==> config.mk <==
export PLATFORM = sky130hd
export DESIGN_NAME = midi_track_event_parser
export DESIGN_NICKNAME = d
export VERILOG_FILES = /design/src/rtl/mtep_pkg.sv /design/src/rtl/midi_track_event_parser.sv /design/src/rtl/mtep_front.sv /design/src/rtl/mtep_queue.sv /design/src/rtl/mtep_back.sv
export SDC_FILE = /design/constraint.sdc
export NUM_CORES = 1
export LEC_CHECK = 0
export BUFFER_PORTS_ARGS = -buffer_cell sky130_fd_sc_hd__buf_2
export CAP_MARGIN = 40
export CORE_UTILIZATION = 51
export CTS_CLUSTER_DIAMETER = 40
export CTS_CLUSTER_SIZE = 12
export DETAILED_ROUTE_END_ITERATION = 7
export PLACE_DENSITY = 0.75
export REMOVE_ABC_BUFFERS = 1
export SYNTH_ARGS = -nofsm -noshare
export SYNTH_HDL_FRONTEND = slang
export SYNTH_HIERARCHICAL = 1
export SYNTH_SLANG_ARGS = --single-unit
==> constraint.sdc <==
create_clock -name clock -period 6.8 [get_ports clock]
set_clock_uncertainty 0.05 [all_clocks]
set_input_delay 0.34 -clock clock [delete_from_list [all_inputs] [get_ports clock]]
set_output_delay 0.34 -clock clock [all_outputs]
set_load 0.005 [all_outputs]
==> src/rtl/mtep_pkg.sv <==
// ----------------------------------------------------------------------------
// mtep_pkg
// Shared types and constants of the midi track event parser.
// ----------------------------------------------------------------------------
`default_nettype none

package mtep_pkg;

   localparam int DEF_MAX_LENGTH_BYTES = 4;
   localparam int DEF_QUEUE_DEPTH      = 4;

   localparam int LEN_W  = 28;
   localparam int TICK_W = 32;

   localparam logic [1:0] KIND_CHANNEL    = 2'd0;
   localparam logic [1:0] KIND_META       = 2'd1;
   localparam logic [1:0] KIND_NO_RUNNING = 2'd2;
   localparam logic [1:0] KIND_TOO_LONG   = 2'd3;

   localparam logic [7:0] MSG_SYSEX     = 8'hf0;
   localparam logic [7:0] MSG_SYSEX_ESC = 8'hf7;
   localparam logic [7:0] MSG_META      = 8'hff;
   localparam logic [3:0] CMD_PROGRAM   = 4'hc;
   localparam logic [3:0] CMD_PRESSURE  = 4'hd;
   localparam logic [3:0] CMD_SYSTEM    = 4'hf;

   typedef struct packed {
      logic [7:0] data_byte;
      logic       track_start;
      logic       is_data;
      logic       is_chan;
      logic       is_sysmeta;
      logic       is_meta;
      logic       one_byte;
   } mtep_item_type;

   typedef struct packed {
      logic [1:0]        kind;
      logic [TICK_W-1:0] tick;
      logic [3:0]        command;
      logic [3:0]        channel;
      logic [7:0]        first_data;
      logic [7:0]        second_data;
      logic [7:0]        meta_type;
      logic [7:0]        meta_byte;
      logic              byte_valid;
      logic              last_of_event;
   } mtep_result_type;

endpackage

`default_nettype wire

==> src/rtl/midi_track_event_parser.sv <==
// ----------------------------------------------------------------------------
// midi_track_event_parser
// Parses a track chunk body of a standard midi file one byte at a time.
//
//   port group   direction  handshake          payload
//   req_*        in         req_valid/stall    data_byte, track_start
//   rsp_*        out        rsp_valid/stall    kind, tick, command, channel,
//                                              first_data, second_data,
//                                              meta_type, meta_byte,
//                                              byte_valid, last_of_event
//   apb          in/out     psel/penable       cancel_running_status at 0x0
//
// one byte per cycle sustained while the result channel does not stall; a
// byte passes the input register, a queue entry and the parser result register
// the parser updates its state as it pops each byte, which sets the rate
// reset is synchronous; no clearing pass
// a stalled result holds the parser, the queue then fills and stalls req_
// ----------------------------------------------------------------------------
`default_nettype none

module midi_track_event_parser #(
   parameter int MAX_LENGTH_BYTES = mtep_pkg::DEF_MAX_LENGTH_BYTES,
   parameter int QUEUE_DEPTH      = mtep_pkg::DEF_QUEUE_DEPTH
) (
   input  wire logic        clock,
   input  wire logic        reset,

   input  wire logic        req_valid,
   output logic             req_stall,
   input  wire logic [7:0]  req_data_byte,
   input  wire logic        req_track_start,

   output logic             rsp_valid,
   input  wire logic        rsp_stall,
   output logic [1:0]       rsp_kind,
   output logic [31:0]      rsp_tick,
   output logic [3:0]       rsp_command,
   output logic [3:0]       rsp_channel,
   output logic [7:0]       rsp_first_data,
   output logic [7:0]       rsp_second_data,
   output logic [7:0]       rsp_meta_type,
   output logic [7:0]       rsp_meta_byte,
   output logic             rsp_byte_valid,
   output logic             rsp_last_of_event,

   input  wire logic        psel,
   input  wire logic        penable,
   input  wire logic        pwrite,
   input  wire logic [2:0]  paddr,
   input  wire logic [31:0] pwdata,
   output logic [31:0]      prdata,
   output logic             pready
);
   import mtep_pkg::*;

   logic            cancel_ff;
   logic            cancel_in;
   logic            push_valid;
   logic            queue_full;
   mtep_item_type   push_item;
   logic            pop_valid;
   logic            pop;
   mtep_item_type   pop_item;
   mtep_result_type result;

   assign pready = 1'b1;
   assign prdata = (paddr[2] == 1'b0) ? {31'b0, cancel_ff} : 32'b0;

   always_comb begin
      cancel_in = cancel_ff;
      if (psel && penable && pwrite && (paddr[2] == 1'b0)) begin
         cancel_in = pwdata[0];
      end
   end

   always_ff @(posedge clock) begin
      if (reset) begin
         cancel_ff <= 1'b1;
      end else begin
         cancel_ff <= cancel_in;
      end
   end

   mtep_front u_front (
      .clock           (clock),
      .reset           (reset),
      .req_valid       (req_valid),
      .req_stall       (req_stall),
      .req_data_byte   (req_data_byte),
      .req_track_start (req_track_start),
      .push_valid      (push_valid),
      .queue_full      (queue_full),
      .push_item       (push_item)
   );

   mtep_queue #(
      .DEPTH (QUEUE_DEPTH)
   ) u_queue (
      .clock     (clock),
      .reset     (reset),
      .push      (push_valid),
      .push_item (push_item),
      .full      (queue_full),
      .pop_valid (pop_valid),
      .pop       (pop),
      .pop_item  (pop_item)
   );

   mtep_back #(
      .MAX_LENGTH_BYTES (MAX_LENGTH_BYTES)
   ) u_back (
      .clock                 (clock),
      .reset                 (reset),
      .cancel_running_status (cancel_ff),
      .item_valid            (pop_valid),
      .item                  (pop_item),
      .item_pop              (pop),
      .rsp_valid             (rsp_valid),
      .rsp_stall             (rsp_stall),
      .result                (result)
   );

   assign rsp_kind          = result.kind;
   assign rsp_tick          = result.tick;
   assign rsp_command       = result.command;
   assign rsp_channel       = result.channel;
   assign rsp_first_data    = result.first_data;
   assign rsp_second_data   = result.second_data;
   assign rsp_meta_type     = result.meta_type;
   assign rsp_meta_byte     = result.meta_byte;
   assign rsp_byte_valid    = result.byte_valid;
   assign rsp_last_of_event = result.last_of_event;

endmodule

`default_nettype wire

==> src/rtl/mtep_front.sv <==
// ----------------------------------------------------------------------------
// mtep_front
// Input stage: takes bytes, pre-decodes the status class, hands on to queue.
// ----------------------------------------------------------------------------
`default_nettype none

module mtep_front (
   input  wire logic                   clock,
   input  wire logic                   reset,
   input  wire logic                   req_valid,
   output logic                        req_stall,
   input  wire logic [7:0]             req_data_byte,
   input  wire logic                   req_track_start,
   output logic                        push_valid,
   input  wire logic                   queue_full,
   output mtep_pkg::mtep_item_type     push_item
);
   import mtep_pkg::*;

   logic          valid_ff;
   logic          valid_in;
   mtep_item_type item_ff;
   mtep_item_type item_in;
   logic          take;

   assign req_stall  = valid_ff && queue_full;
   assign take       = req_valid && !req_stall;
   assign push_valid = valid_ff;
   assign push_item  = item_ff;

   always_comb begin
      valid_in            = take || (valid_ff && queue_full);
      item_in.data_byte   = req_data_byte;
      item_in.track_start = req_track_start;
      item_in.is_data     = !req_data_byte[7];
      item_in.is_chan     = req_data_byte[7] && (req_data_byte[7:4] != CMD_SYSTEM);
      item_in.is_meta     = (req_data_byte == MSG_META);
      item_in.is_sysmeta  = (req_data_byte == MSG_SYSEX) ||
                            (req_data_byte == MSG_SYSEX_ESC) ||
                            (req_data_byte == MSG_META);
      item_in.one_byte    = (req_data_byte[7:4] == CMD_PROGRAM) ||
                            (req_data_byte[7:4] == CMD_PRESSURE);
   end

   always_ff @(posedge clock) begin
      if (reset) begin
         valid_ff <= 1'b0;
      end else begin
         valid_ff <= valid_in;
      end
      if (take) begin
         item_ff <= item_in;
      end
   end

endmodule

`default_nettype wire

==> src/rtl/mtep_queue.sv <==
// ----------------------------------------------------------------------------
// mtep_queue
// Short first-in first-out queue of classified bytes.
// ----------------------------------------------------------------------------
`default_nettype none

module mtep_queue #(
   parameter int DEPTH = mtep_pkg::DEF_QUEUE_DEPTH
) (
   input  wire logic                   clock,
   input  wire logic                   reset,
   input  wire logic                   push,
   input  wire mtep_pkg::mtep_item_type push_item,
   output logic                        full,
   output logic                        pop_valid,
   input  wire logic                   pop,
   output mtep_pkg::mtep_item_type     pop_item
);
   import mtep_pkg::*;

   localparam int PTR_W = (DEPTH > 1) ? $clog2(DEPTH) : 1;
   localparam int CNT_W = $clog2(DEPTH + 1);

   mtep_item_type    entry_ff [DEPTH];
   logic [PTR_W-1:0] wr_ptr_ff;
   logic [PTR_W-1:0] wr_ptr_in;
   logic [PTR_W-1:0] rd_ptr_ff;
   logic [PTR_W-1:0] rd_ptr_in;
   logic [CNT_W-1:0] count_ff;
   logic [CNT_W-1:0] count_in;
   logic             do_push;
   logic             do_pop;

   assign full      = (count_ff == CNT_W'(DEPTH));
   assign pop_valid = (count_ff != '0);
   assign pop_item  = entry_ff[rd_ptr_ff];
   assign do_push   = push && !full;
   assign do_pop    = pop && pop_valid;

   always_comb begin
      wr_ptr_in = wr_ptr_ff;
      rd_ptr_in = rd_ptr_ff;
      count_in  = count_ff;
      if (do_push) begin
         wr_ptr_in = (wr_ptr_ff == PTR_W'(DEPTH - 1)) ? '0 : wr_ptr_ff + PTR_W'(1);
      end
      if (do_pop) begin
         rd_ptr_in = (rd_ptr_ff == PTR_W'(DEPTH - 1)) ? '0 : rd_ptr_ff + PTR_W'(1);
      end
      if (do_push && !do_pop) begin
         count_in = count_ff + CNT_W'(1);
      end else if (do_pop && !do_push) begin
         count_in = count_ff - CNT_W'(1);
      end
   end

   always_ff @(posedge clock) begin
      if (reset) begin
         wr_ptr_ff <= '0;
         rd_ptr_ff <= '0;
         count_ff  <= '0;
      end else begin
         wr_ptr_ff <= wr_ptr_in;
         rd_ptr_ff <= rd_ptr_in;
         count_ff  <= count_in;
      end
      if (do_push) begin
         entry_ff[wr_ptr_ff] <= push_item;
      end
   end

endmodule

`default_nettype wire

==> src/rtl/mtep_back.sv <==
// ----------------------------------------------------------------------------
// mtep_back
// Event parser: delta time, status, data, meta and sysex handling, with the
// result register toward the output channel.
// ----------------------------------------------------------------------------
`default_nettype none

module mtep_back #(
   parameter int MAX_LENGTH_BYTES = mtep_pkg::DEF_MAX_LENGTH_BYTES
) (
   input  wire logic                    clock,
   input  wire logic                    reset,
   input  wire logic                    cancel_running_status,
   input  wire logic                    item_valid,
   input  wire mtep_pkg::mtep_item_type item,
   output logic                         item_pop,
   output logic                         rsp_valid,
   input  wire logic                    rsp_stall,
   output mtep_pkg::mtep_result_type    result
);
   import mtep_pkg::*;

   localparam int SEEN_W = (MAX_LENGTH_BYTES > 1) ? $clog2(MAX_LENGTH_BYTES) : 1;

   localparam logic [2:0] PH_DELTA    = 3'd0;
   localparam logic [2:0] PH_STATUS   = 3'd1;
   localparam logic [2:0] PH_DATA1    = 3'd2;
   localparam logic [2:0] PH_DATA2    = 3'd3;
   localparam logic [2:0] PH_METATYPE = 3'd4;
   localparam logic [2:0] PH_LEN      = 3'd5;
   localparam logic [2:0] PH_PAYLOAD  = 3'd6;

   logic [2:0]        phase_ff,     phase_in;
   logic [TICK_W-1:0] tick_ff,      tick_in;
   logic [LEN_W-1:0]  accum_ff,     accum_in;
   logic [SEEN_W-1:0] seen_ff,      seen_in;
   logic [7:0]        run_status_ff, run_status_in;
   logic              run_valid_ff, run_valid_in;
   logic              run_one_ff,   run_one_in;
   logic [7:0]        cur_status_ff, cur_status_in;
   logic              cur_one_ff,   cur_one_in;
   logic              cur_meta_ff,  cur_meta_in;
   logic [7:0]        held_data_ff, held_data_in;
   logic [7:0]        held_type_ff, held_type_in;
   logic [LEN_W-1:0]  left_ff,      left_in;
   logic              rsp_valid_ff, rsp_valid_in;
   mtep_result_type   result_ff,    result_in;

   logic [2:0]        ph;
   logic [TICK_W-1:0] tk;
   logic [LEN_W-1:0]  acc;
   logic [SEEN_W-1:0] seen;
   logic              rv;
   logic [LEN_W-1:0]  vlq_acc;
   logic              vlq_long;
   logic [LEN_W-1:0]  left_dec;
   logic [7:0]        b;

   assign item_pop  = item_valid && (!rsp_valid_ff || !rsp_stall);
   assign rsp_valid = rsp_valid_ff;
   assign result    = result_ff;

   always_comb begin
      b        = item.data_byte;
      ph       = item.track_start ? PH_DELTA : phase_ff;
      tk       = item.track_start ? '0 : tick_ff;
      acc      = item.track_start ? '0 : accum_ff;
      seen     = item.track_start ? '0 : seen_ff;
      rv       = item.track_start ? 1'b0 : run_valid_ff;
      vlq_acc  = {acc[LEN_W-8:0], b[6:0]};
      vlq_long = b[7] && (seen == SEEN_W'(MAX_LENGTH_BYTES - 1));
      left_dec = left_ff - LEN_W'(1);

      phase_in      = ph;
      tick_in       = tk;
      accum_in      = acc;
      seen_in       = seen;
      run_status_in = run_status_ff;
      run_valid_in  = rv;
      run_one_in    = run_one_ff;
      cur_status_in = cur_status_ff;
      cur_one_in    = cur_one_ff;
      cur_meta_in   = cur_meta_ff;
      held_data_in  = held_data_ff;
      held_type_in  = held_type_ff;
      left_in       = left_ff;

      rsp_valid_in  = 1'b0;
      result_in     = '0;
      result_in.tick = tk;

      case (ph)
         PH_DELTA: begin
            accum_in = vlq_acc;
            if (!b[7]) begin
               tick_in  = tk + TICK_W'(vlq_acc);
               phase_in = PH_STATUS;
            end else if (vlq_long) begin
               rsp_valid_in   = 1'b1;
               result_in.kind = KIND_TOO_LONG;
               accum_in       = '0;
               seen_in        = '0;
            end else begin
               seen_in = seen + SEEN_W'(1);
            end
         end
         PH_STATUS: begin
            if (item.is_data) begin
               if (!rv) begin
                  rsp_valid_in   = 1'b1;
                  result_in.kind = KIND_NO_RUNNING;
                  phase_in       = PH_DELTA;
                  accum_in       = '0;
                  seen_in        = '0;
               end else begin
                  cur_status_in = run_status_ff;
                  cur_one_in    = run_one_ff;
                  cur_meta_in   = 1'b0;
                  if (run_one_ff) begin
                     rsp_valid_in         = 1'b1;
                     result_in.kind       = KIND_CHANNEL;
                     result_in.command    = run_status_ff[7:4];
                     result_in.channel    = run_status_ff[3:0];
                     result_in.first_data = b;
                     phase_in             = PH_DELTA;
                     accum_in             = '0;
                     seen_in              = '0;
                  end else begin
                     held_data_in = b;
                     phase_in     = PH_DATA2;
                  end
               end
            end else if (item.is_chan) begin
               cur_status_in = b;
               cur_one_in    = item.one_byte;
               cur_meta_in   = 1'b0;
               run_status_in = b;
               run_one_in    = item.one_byte;
               run_valid_in  = 1'b1;
               phase_in      = PH_DATA1;
            end else if (item.is_sysmeta) begin
               if (cancel_running_status) begin
                  run_valid_in = 1'b0;
               end
               cur_status_in = b;
               cur_one_in    = 1'b0;
               cur_meta_in   = item.is_meta;
               phase_in      = item.is_meta ? PH_METATYPE : PH_LEN;
               accum_in      = '0;
               seen_in       = '0;
            end else begin
               phase_in = PH_DELTA;
               accum_in = '0;
               seen_in  = '0;
            end
         end
         PH_DATA1: begin
            if (cur_one_ff) begin
               rsp_valid_in         = 1'b1;
               result_in.kind       = KIND_CHANNEL;
               result_in.command    = cur_status_ff[7:4];
               result_in.channel    = cur_status_ff[3:0];
               result_in.first_data = b;
               phase_in             = PH_DELTA;
               accum_in             = '0;
               seen_in              = '0;
            end else begin
               held_data_in = b;
               phase_in     = PH_DATA2;
            end
         end
         PH_DATA2: begin
            rsp_valid_in          = 1'b1;
            result_in.kind        = KIND_CHANNEL;
            result_in.command     = cur_status_ff[7:4];
            result_in.channel     = cur_status_ff[3:0];
            result_in.first_data  = held_data_ff;
            result_in.second_data = b;
            phase_in              = PH_DELTA;
            accum_in              = '0;
            seen_in               = '0;
         end
         PH_METATYPE: begin
            held_type_in = b;
            phase_in     = PH_LEN;
            accum_in     = '0;
            seen_in      = '0;
         end
         PH_LEN: begin
            accum_in = vlq_acc;
            if (vlq_long) begin
               rsp_valid_in   = 1'b1;
               result_in.kind = KIND_TOO_LONG;
               phase_in       = PH_DELTA;
               accum_in       = '0;
               seen_in        = '0;
            end else if (b[7]) begin
               seen_in = seen + SEEN_W'(1);
            end else begin
               left_in = vlq_acc;
               if (vlq_acc != '0) begin
                  phase_in = PH_PAYLOAD;
               end else begin
                  phase_in = PH_DELTA;
                  accum_in = '0;
                  seen_in  = '0;
                  if (cur_meta_ff) begin
                     rsp_valid_in            = 1'b1;
                     result_in.kind          = KIND_META;
                     result_in.meta_type     = held_type_ff;
                     result_in.last_of_event = 1'b1;
                  end
               end
            end
         end
         PH_PAYLOAD: begin
            left_in = left_dec;
            if (left_dec == '0) begin
               phase_in = PH_DELTA;
               accum_in = '0;
               seen_in  = '0;
            end
            if (cur_meta_ff) begin
               rsp_valid_in            = 1'b1;
               result_in.kind          = KIND_META;
               result_in.meta_type     = held_type_ff;
               result_in.meta_byte     = b;
               result_in.byte_valid    = 1'b1;
               result_in.last_of_event = (left_dec == '0);
            end
         end
         default: begin
            phase_in = PH_DELTA;
            accum_in = '0;
            seen_in  = '0;
         end
      endcase
   end

   always_ff @(posedge clock) begin
      if (reset) begin
         phase_ff     <= PH_DELTA;
         tick_ff      <= '0;
         accum_ff     <= '0;
         seen_ff      <= '0;
         run_valid_ff <= 1'b0;
         left_ff      <= '0;
         rsp_valid_ff <= 1'b0;
      end else begin
         if (item_pop) begin
            phase_ff     <= phase_in;
            tick_ff      <= tick_in;
            accum_ff     <= accum_in;
            seen_ff      <= seen_in;
            run_valid_ff <= run_valid_in;
            left_ff      <= left_in;
            rsp_valid_ff <= rsp_valid_in;
         end else if (!rsp_stall) begin
            rsp_valid_ff <= 1'b0;
         end
      end
      if (item_pop) begin
         run_status_ff <= run_status_in;
         run_one_ff    <= run_one_in;
         cur_status_ff <= cur_status_in;
         cur_one_ff    <= cur_one_in;
         cur_meta_ff   <= cur_meta_in;
         held_data_ff  <= held_data_in;
         held_type_ff  <= held_type_in;
         if (rsp_valid_in) begin
            result_ff <= result_in;
         end
      end
   end

endmodule

`default_nettype wire

==> run summary, run 1 <==
Max Clk Rate = 209 MHz
Vias in the first global route = 9588
CTS Buffer Depth = 3
Area growth syn-to-layout = 15.5%
Overall power = 5.46 mW
Post-synth ARST share = 0
Syn Std Cell Area = 0.0136 mm^2
CTS tree = built
Critical path endpoint category = flop
WP data arrival = 5160 ps
Crit Path Max Fanout = 34
Root Buffer = clkbuf_16
Final instance area = 0.0157 mm^2
Die span in x = 165 um
Setup TNS Final = 0 ps
Post-route insts no fill = 1700
Antenna violations before repair = 0
Layout cell share with drive strength beyond 1 = 0.162
ANT nets after route = 0
Setup Buffers After CTS = 0
Yosys top cell by area = edfxtp_1
EDFF count, synth = 181
Fin. Hold Viols = 0
N_diodes = 0
DRT Wirelength = 31.6 mm
Register area share after synthesis = 0.547
Max_cap viols = 0
WHS = 26.7 ps
Minimum clock period = 4800 ps
Post-Route Utilization = 0.602
Initial core utilization = 0.521
Area contributors post-synth = edfxtp_1 (40%), dfxtp_1 (15%), ha_1 (3.8%), a21oi_1 (3.1%), nor2b_1 (3.0%)
Post-Synthesis Cells = 1229
Placer Congestion = 0.894
Fin. max-slew vios = 0
Most frequent cells after synthesis = edfxtp_1 (181), dfxtp_1 (99), nor2_1 (94)
IO Count = 162
Core ar. = 0.0261 mm^2
GRT Util Overall = 0.233
Placed Cells = 1623
Yosys top cell area share = 0.401
IO buf count = 96
Worst-path clk slew = 50 ps
Tcrit/Tclk final = 0.705
Hpwl dp = 20.5 mm
Via count = 10000
Leakage = 5.87 nW
Die area = 0.0273 mm^2
Post-Syn Area per Cell = 11.0 um^2
Post_cts resized = 0
1st-iter DRT viols = 988
WL per Instance = 18.6 um
Drt via density = 5.91
Synth Flop Type = edfxtp_1
Worst Hold Class = in2reg
Global route overflow = 0
RSZ-0062 raised after global routing = no
Initial DRT Pass Iterations = 7
Setup Slack @ Placement = 2050 ps
Startpoint Class = flop
Critical Path RT = 7160 ps
CTS buffer count = 37
Max_slew headroom = 0.440
FF+latch count, synth = 280
Status = finished clean
Top-count cell post-synth = edfxtp_1
Endpoints failing setup = 0
Chip height = 165 um
Pin count of the biggest net entering global routing = 46
PD cells = 348 mW/mm^2
Worst slew pin tran = 829 ps
Maximum vdd ir drop = 0.190 mV
Later-pin clock latency in the skew report = 530 ps
Row count = 59
CTS H-tree depth = 2
Final nets = 1431
Final WS setup = 2000 ps
First-pass GRT wire length = 49.4 mm
Total clock sinks = 280
Placed inst area = 0.0143 mm^2
DRC = 0
YS warnings = 6
Netlist cell types = 80
CP Class = reg2reg
CTS Hold Bufs = 9
==> state kept, by name, summed over array words and instances (netlist names), 2 cells and up, named ones only <==
signal	cells
u_back/result	76
u_queue/entry_ff	56
u_back/tick_ff	32
u_back/left_ff	28
u_back/accum_ff	21
u_front/push_item	14
u_back/cur_status_ff	8
u_back/held_data_ff	8
u_back/held_type_ff	8
u_back/run_status_ff	8
u_back/phase_ff	3
u_queue/count_ff	3
u_back/seen_ff	2
u_queue/rd_ptr_ff	2
u_queue/wr_ptr_ff	2
==> area by class of cell <==
class	count	area (um^2)
fillers	2029	10400
flip-flops and latches	280	7420
multi-input cells	858	5640
clock buffers	49	1030
repair buffers	126	761
well taps	335	419
clock inverters	18	265
inverters	34	146
==> per-layer routing <==
layer / vias up / share of wire / track usage
li1: 4788 / - / -
met5: - / 0 / 0
met3: 64 / 0.062 / 0.0365
met2: 404 / 0.47 / 0.382
met4: 0 / 0.027 / 0.0838
met1: 4783 / 0.44 / 0.314
==> where the power goes <==
group / internal, mW / switching, mW
combinational: 0.449 / 0.897
clock: 1.27 / 0.744
sequential: 2.02 / 0.0824
total: 3.74 / 1.72
==> cell families (layout without fill, tap and decap cells) <==
family | after synthesis | count (layout) | synth area share
and+or+nand+nor | 425 | 425 | 0.164
other | 2 | 32 | 0.000554
muxes | 26 | 26 | 0.0328
DFF | 280 | 280 | 0.547
AOI/OAI and AO/OA | 313 | 313 | 0.156
buffers and inverters | 121 | 227 | 0.0467
adders and majority gates | 43 | 43 | 0.0408
xor gates and xnor gates | 19 | 19 | 0.0123
==> worst paths after layout <==
| path | endpoint | slack [ps] | startpoint | cells after the start |
|---|---|---|---|---|
| max | u_back/tick_ff[23] | 2000 | flop | 13 |
| min | cancel_ff | 30 | pwdata[0] | 3 |
| max reg2reg | u_back/tick_ff[23] | 2000 | flop | 13 |
| min reg2reg | u_back/tick_ff[21] | 390 | u_back/tick_ff[21] | 2 |
==> critical path, cell delays in order, from the launching register on <==
cell and delay [ps]:
dfxtp_1 310, buf_4 280, mux4_2 900, buf_4 380, nor2b_1 330, ha_1 360
a21oi_1 210, nor2_1 70, a211oi_1 440, a21oi_1 190, o21a_1 250, o31a_1 300
or3_1 320, a32o_1 250
==> cell usage in the layout (no fill, tap or decap), drive strengths merged, types with 11 or more instances in the layout <==
master,synthesis,layout
and3,23,23
a22oi,11,11
or3,13,13
and2,20,20
a21oi,86,86
clkbuf,46,49
edfxtp,181,181
o21ai,68,68
a22o,39,39
a211oi,19,19
inv,32,35
mux4,14,14
dfxtp,99,99
nor3,30,30
conb,2,32
xnor2,13,13
ha,41,41
nand2b,11,11
buf,41,116
nand2,83,83
nor2b,64,64
nor2,95,95
nand3,38,38
nor4,11,11
Note: power is estimated with default switching activity, not from simulation.
==> run 2, diff against run 1 <==
Clock period 6.8 ns to 4.7 ns, I/O delays scaled along.
==> run 2 against run 1 <==
  * Total power increased by 47%
  * Clock power increased by 47%
  * Via count increased by 1.2%
  * Core utilization increased by 0.27 points
  * Setup slack got worse by 1500 ps
  * Largest cell class unchanged
  * Highest routed layer unchanged
==> run summary, run 2 (synthesized netlist as in run 1, its figures left out) <==
Switching share of total power = 0.314 (-0.00119)
CTS buffer count = 37 (unchanged)
Status = finished clean
RSZ-0062 raised after global routing = no
CTS H-tree depth = 2 (unchanged)
Crit Path Max Fanout = 15 (-56%)
Worst-path clk slew = 60 ps (about the same)
Worst Path Buf+Inv = 1 (-1)
Via count = 10200 (+1.2%)
Critical Path RT = 5090 ps (-2070 ps)
Initial core utilization = 0.521 (unchanged)
Die span in x = 165 um (unchanged)
Core ar. = 0.0261 mm^2 (unchanged)
N_diodes = 0 (unchanged)
Endpoints failing setup = 0 (unchanged)
Max reg flops = 76 (unchanged)
CTS Buffer Depth = 3 (unchanged)
CP Class = reg2reg
Critical path endpoint category = flop
CP most frequent cell = a21oi_1
Chip height = 165 um (unchanged)
WP data arrival = 4600 ps (-560 ps)
Final nets = 1441 (+0.70%)
Setup TNS Final = 0 ps (unchanged)
Leading cell types in the layout, fill and taps excluded = edfxtp_1 (181), dfxtp_1 (99), buf_2 (96), nor2_1 (94), a21oi_1 (85)
FF-to-FF setup slack = 490 ps (-1510 ps)
Fin. max-slew vios = 0 (unchanged)
Filler cells = 2057 (+1.4%)
Minimum clock period = 4210 ps (-586 ps)
Initial DRT Pass Iterations = 5 (-2)
Worst slew pin tran = 881 ps (+51.8 ps)
GRT Util Overall = 0.237 (+0.00393)
Hpwl dp = 21.2 mm (+3.5%)
Max_cap viols = 0 (unchanged)
Pin count of the biggest net entering global routing = 46 (unchanged)
Layout cell share with drive strength beyond 1 = 0.166 (+0.00379)
Int Power = 5.49 mW (+47%)
Cell count of the worst reg-to-reg path = 13 (unchanged)
CP peak stage delay = 660 ps (-240 ps)
Top delay family on crit path = compound AO/OA/AOI/OAI gates
Sw Pwr = 2.52 mW (+46%)
Total clock sinks = 280 (unchanged)
Tcrit/Tclk final = 0.896 (+0.190)
WHS = 58.8 ps (+32.0 ps)
IO Count = 162 (unchanged)
Clock share of power = 0.370 (about the same)
Multi-input gate area = 0.00564 mm^2 (unchanged)
Flop pwr share = 0.379 (-0.005)
Post-Route Utilization = 0.604 (+0.00269)
DRC = 0 (unchanged)
DRT Wirelength = 31.8 mm (+0.61%)
Maximum vdd ir drop = 0.258 mV (+36%)
Root Buffer = clkbuf_16
Part of the power in combinational logic = 0.250 (+0.003)
Global route overflow = 0 (unchanged)
Vias in the first global route = 9602 (+0.15%)
CP cell instances = mux4_2, nor2b_1, ha_1, inv_1, fa_1, nand2b_1, a21oi_1, o221ai_1, o31ai_1, o41a_1, a311oi_1, or3_1, a21oi_1
Startpoint Class = flop
Area growth syn-to-layout = 16.1%
Row count = 59 (unchanged)
ANT nets after route = 0 (unchanged)
Critical-path top delay cell = mux4_2
Fin. Hold Viols = 0 (unchanged)
1st-iter DRT viols = 909 (-8.0%)
Overall power = 8.01 mW (+47%)
First-pass GRT wire length = 50.3 mm (+1.9%)
Crit path depth = 13 (unchanged)
Later-pin clock latency in the skew report = 530 ps (about the same)
Die area = 0.0273 mm^2 (unchanged)
Drt via density = 5.94 (+0.57%)
Leakage = 5.91 nW (+0.69%)
Worst Hold Class = in2reg
PD cells = 509 mW/mm^2 (+46%)
Most common cell after layout, fill and taps aside = edfxtp_1
Hold Path Depth = 3 (unchanged)
Max_slew headroom = 0.412 (-0.0273)
IO buf count = 96 (unchanged)
Max Clk Rate = 238 MHz (+14%)
Post_cts resized = 0 (unchanged)
Placer Congestion = 0.920 (+2.9%)
WL per Instance = 18.6 um (about the same)
Antenna violations before repair = 0 (unchanged)
FF/Latch Area = 0.00742 mm^2 (unchanged)
CTS tree = built
-- run 2: cell types whose count changed in the layout (fill, tap and decap cells not counted), sizes merged --
cell,delta
buf,+7
bufinv,+1
clkbuf,+1
clkinv,-3
dlygate4sd3,+3
inv,+2
-- run 2: path summary, 6_finish.rpt --
path | from | to
max reg2reg | u_queue/entry_ff[2][5] | u_back/tick_ff[30]
min reg2reg | u_back/tick_ff[17] | u_back/tick_ff[17]
min | reset | u_back/tick_ff[31]
max | u_queue/entry_ff[2][5] | u_back/tick_ff[30]
-- run 2: power by group through the flow --
| stage | logic [mW] | registers (mW) | clock network [mW] |
|---|---|---|---|
| finish | 2.01 | 3.04 | 2.96 |
| global route | 2.18 | 3.06 | 3.11 |
| CTS | 1.98 | 3.04 | 3.01 |
| detailed placement | 1.96 | 3.09 | 0 |
| global placement | 1.90 | 3.08 | 0 |
| floorplan | 1.22 | 3.10 | 0 |
-- run 2: timing repair --
action | in CTS | in global routing
hold endpoints to repair | 14 | 0
setup endpoints to repair | 0 | 0
buffers inserted | 0 | 0
hold buffers | 13 | 0
-- run 2: layout make-up --
cell class / count / area share
Clock buffer: 50 / 0.0652
Tap cell: 335 / 0.0266
Sequential cell: 280 / 0.471
Clock inverter: 18 / 0.0183
Timing Repair Buffer: 136 / 0.0516
Multi-Input combinational cell: 858 / 0.358
Inverter: 34 / 0.00930
-- run 2: worst reg2reg max path, cell delays in order (launching register included) --
cell and delay (ps):
edfxtp_1 390, mux4_2 660, nor2b_1 220, ha_1 220
inv_1 70, fa_1 390, nand2b_1 200, a21oi_1 270
o221ai_1 240, o31ai_1 380, o41a_1 320, a311oi_1 210
or3_1 380, a21oi_1 130
-- run 2: stage by stage --
step | cells | area, um^2 | setup slack [ps]
final | 1711 | 15700 | 490
after global routing | 1711 | 15700 | 261
after floorplan | 1172 | 13200 | -1300
after global placement | 1629 | 14300 | 651
after CTS | 1711 | 15700 | 529
after detailed placement | 1630 | 14300 | 560
-- run 2: routing by layer --
layer,track usage,routed length (um)
met1,0.327,14100
met2,0.383,14900
met3,0.0322,1950
met4,0.0872,915
met5,0,0
==> run 3, diff against run 2 <==
Settings changed: REMOVE_ABC_BUFFERS 1 to not set.
==> run 3 against run 2 <==
  * Sequential power about the same
  * Total power decreased by 3.1%
  * Non-clock buffer count decreased by 2
  * Highest routed layer unchanged
  * Worst hold slack improved by 330 ps
  * Register-to-register slack got worse by 80 ps
  * Global-route usage decreased by 0.62 points
  * Clock power decreased by 6.8%
  * Wire length decreased by 2.2%
  * Sequential share of layout area increased by 0.18 points
==> run summary, run 3 (synthesized netlist as in run 1, its figures left out) <==
Sw Pwr = 2.54 mW (+0.83%)
1st-iter DRT viols = 1040 (+14%)
Maximum vdd ir drop = 0.293 mV (+13%)
Core ar. = 0.0261 mm^2 (unchanged)
Initial core utilization = 0.521 (unchanged)
Setup TNS Final = 0 ps (unchanged)
Fin. max-slew vios = 0 (unchanged)
Part of the power in combinational logic = 0.253 (+0.003)
Worst Hold Class = in2reg
Placed Cells = 1625 (-0.31%)
Die span in x = 165 um (unchanged)
CTS H-tree depth = 2 (unchanged)
Worst Path Buf+Inv = 3 (+2)
DRT Wirelength = 31.1 mm (-2.2%)
Status = finished clean
Pin count of the biggest net entering global routing = 47 (+2.2%)
Initial DRT Pass Iterations = 5 (unchanged)
Root Buffer = clkbuf_16
IO buf count = 96 (unchanged)
Max_cap viols = 0 (unchanged)
Via count = 10100 (-0.26%)
Fin. Hold Viols = 0 (unchanged)
Leakage = 5.87 nW (-0.63%)
Max reg flops = 76 (unchanged)
Int Power = 5.22 mW (-5.0%)
Hold Crit Start = req_data_byte[3]
Most common cell after layout, fill and taps aside = edfxtp_1
Total clock sinks = 280 (unchanged)
Area growth syn-to-layout = 15.6%
Critical-path top delay cell = o41a_4
CP peak stage delay = 720 ps (+60 ps)
Critical path endpoint category = flop
Drt via density = 5.92 (-0.31%)
WP data arrival = 4640 ps (+40 ps)
ANT nets after route = 0 (unchanged)
Crit Path Max Fanout = 43 (+28)
Setup Buffers After CTS = 0 (unchanged)
WHS = 386 ps (+327 ps)
Post_cts resized = 0 (unchanged)
PD cells = 494 mW/mm^2 (-2.8%)
Later-pin clock latency in the skew report = 530 ps (about the same)
Crit path depth = 12 (-1)
Top delay family on crit path = compound AO/OA/AOI/OAI gates
CP Class = reg2reg
Post-route insts no fill = 1712 (+0.058%)
CTS buffer count = 39 (+5.4%)
Max_slew headroom = 0.413 (+0.000436)
Global route overflow = 0 (unchanged)
Startpoint Class = flop
RSZ-0062 raised after global routing = no
N_diodes = 0 (unchanged)
Antenna violations before repair = 0 (unchanged)
CP cell instances = mux4_2, buf_4, inv_1, nand2_1, ha_1, nand2_1, a21oi_1, o21bai_1, o41a_4, a21oi_1, nor2_1, dlygate4sd3_1
FF-to-FF setup slack = 410 ps (-80 ps)
Vias in the first global route = 9522 (-0.83%)
Flop pwr share = 0.392 (+0.013)
Minimum clock period = 4290 ps (+80.1 ps)
Layout cell share with drive strength beyond 1 = 0.166 (about the same)
Filler cells = 2104 (+2.3%)
Clock share of power = 0.355 (-0.015)
CTS tree = built
GRT Util Overall = 0.231 (-0.00625)
Worst-path clk slew = 50 ps (about the same)
Final nets = 1441 (unchanged)
Die area = 0.0273 mm^2 (unchanged)
Switching share of total power = 0.327 (+0.0129)
Max Clk Rate = 233 MHz (-1.9%)
IO Count = 162 (unchanged)
Chip height = 165 um (unchanged)
Row count = 59 (unchanged)
R2R Path End = u_back/rsp_valid
Placer Congestion = 0.884 (-4.0%)
WL per Instance = 18.2 um (-2.3%)
Hold Path Depth = 2 (-1)
Critical Path RT = 5050 ps (-40 ps)
Hold EP = u_front/push_item[9]
First-pass GRT wire length = 49.3 mm (-2.0%)
Worst slew pin tran = 877 ps (-3.90 ps)
Tcrit/Tclk final = 0.913 (+0.0170)
Hpwl dp = 20.5 mm (-3.3%)
Cell count of the worst reg-to-reg path = 12 (-1)
Endpoints failing setup = 0 (unchanged)
Leading cell types in the layout, fill and taps excluded = edfxtp_1 (181), dfxtp_1 (99), buf_2 (96), nor2_1 (94), a21oi_1 (85)
CTS Buffer Depth = 3 (unchanged)
DRC = 0 (unchanged)
==> run 3: changes by cell type in the layout (fill, tap and decap cells not counted), moves of 2 or more <==
cell / previous run / this run
buf_4: 27 / 21
bufinv_16: 6 / 0
clkbuf_1: 10 / 7
clkinv_2: 4 / 8
clkinv_4: 2 / 4
dlygate4sd3_1: 13 / 16
inv_8: 0 / 2
==> run 3: layout make-up <==
type                            count  area, um^2  area share
Clock inverter                     22         191      0.0122
Timing Repair Buffer              134         818      0.0522
Sequential cell                   280        7420       0.473
Inverter                           34         146     0.00933
Clock buffer                       49        1050      0.0672
Tap cell                          335         419      0.0267
Multi-Input combinational cell    858        5640       0.360
==> run 3: worst max path at each step <==
stage,to,slack (ps)
floorplan,u_back/tick_ff[30],570
global placement,u_back/tick_ff[30],680
detailed placement,u_back/tick_ff[30],620
CTS,u_back/rsp_valid,420
global route,u_back/tick_ff[30],160
finish,u_back/rsp_valid,410
==> run 3: power groups by stage <==
stage	logic (mW)	clock network, mW	registers, mW
floorplan	1.36	0	3.06
global placement	1.87	0	3.07
detailed placement	1.92	0	3.08
CTS	1.94	2.80	3.04
global route	2.14	2.90	3.06
finish	1.96	2.76	3.04
==> run 3: per-layer routing <==
| layer | vias to the layer above | GRT usage | part of all wire |
|---|---|---|---|
| met5 | - | 0 | 0 |
| met4 | 0 | 0.0947 | 0.034 |
| met3 | 80 | 0.0382 | 0.068 |
| met2 | 393 | 0.366 | 0.46 |
| li1 | 4805 | - | - |
| met1 | 4858 | 0.316 | 0.44 |
==> run 3: worst register-to-register path, stage by stage (launching register included) <==
cell and delay (ps):
dfxtp_1 350, mux4_2 530, buf_4 290, inv_1 220
nand2_1 140, ha_1 290, nand2_1 290, a21oi_1 190
o21bai_1 270, o41a_4 720, a21oi_1 230, nor2_1 50
dlygate4sd3_1 550
==> run 3: timing repair <==
item	in CTS	in global routing
hold buffers	16	0
endpoints found under the setup margin	0	0
hold endpoints to repair	19	0
==> run 3: stage by stage <==
step	cell area (um^2)	utilization	setup slack, ps	power (mW)
after floorplan	13700	-	569	4.42
after global placement	14300	0.548	685	4.95
after detailed placement	14300	0.548	624	5.00
after CTS	15700	0.602	419	7.78
after global routing	15700	0.602	159	8.10
final	15700	0.602	410	7.76
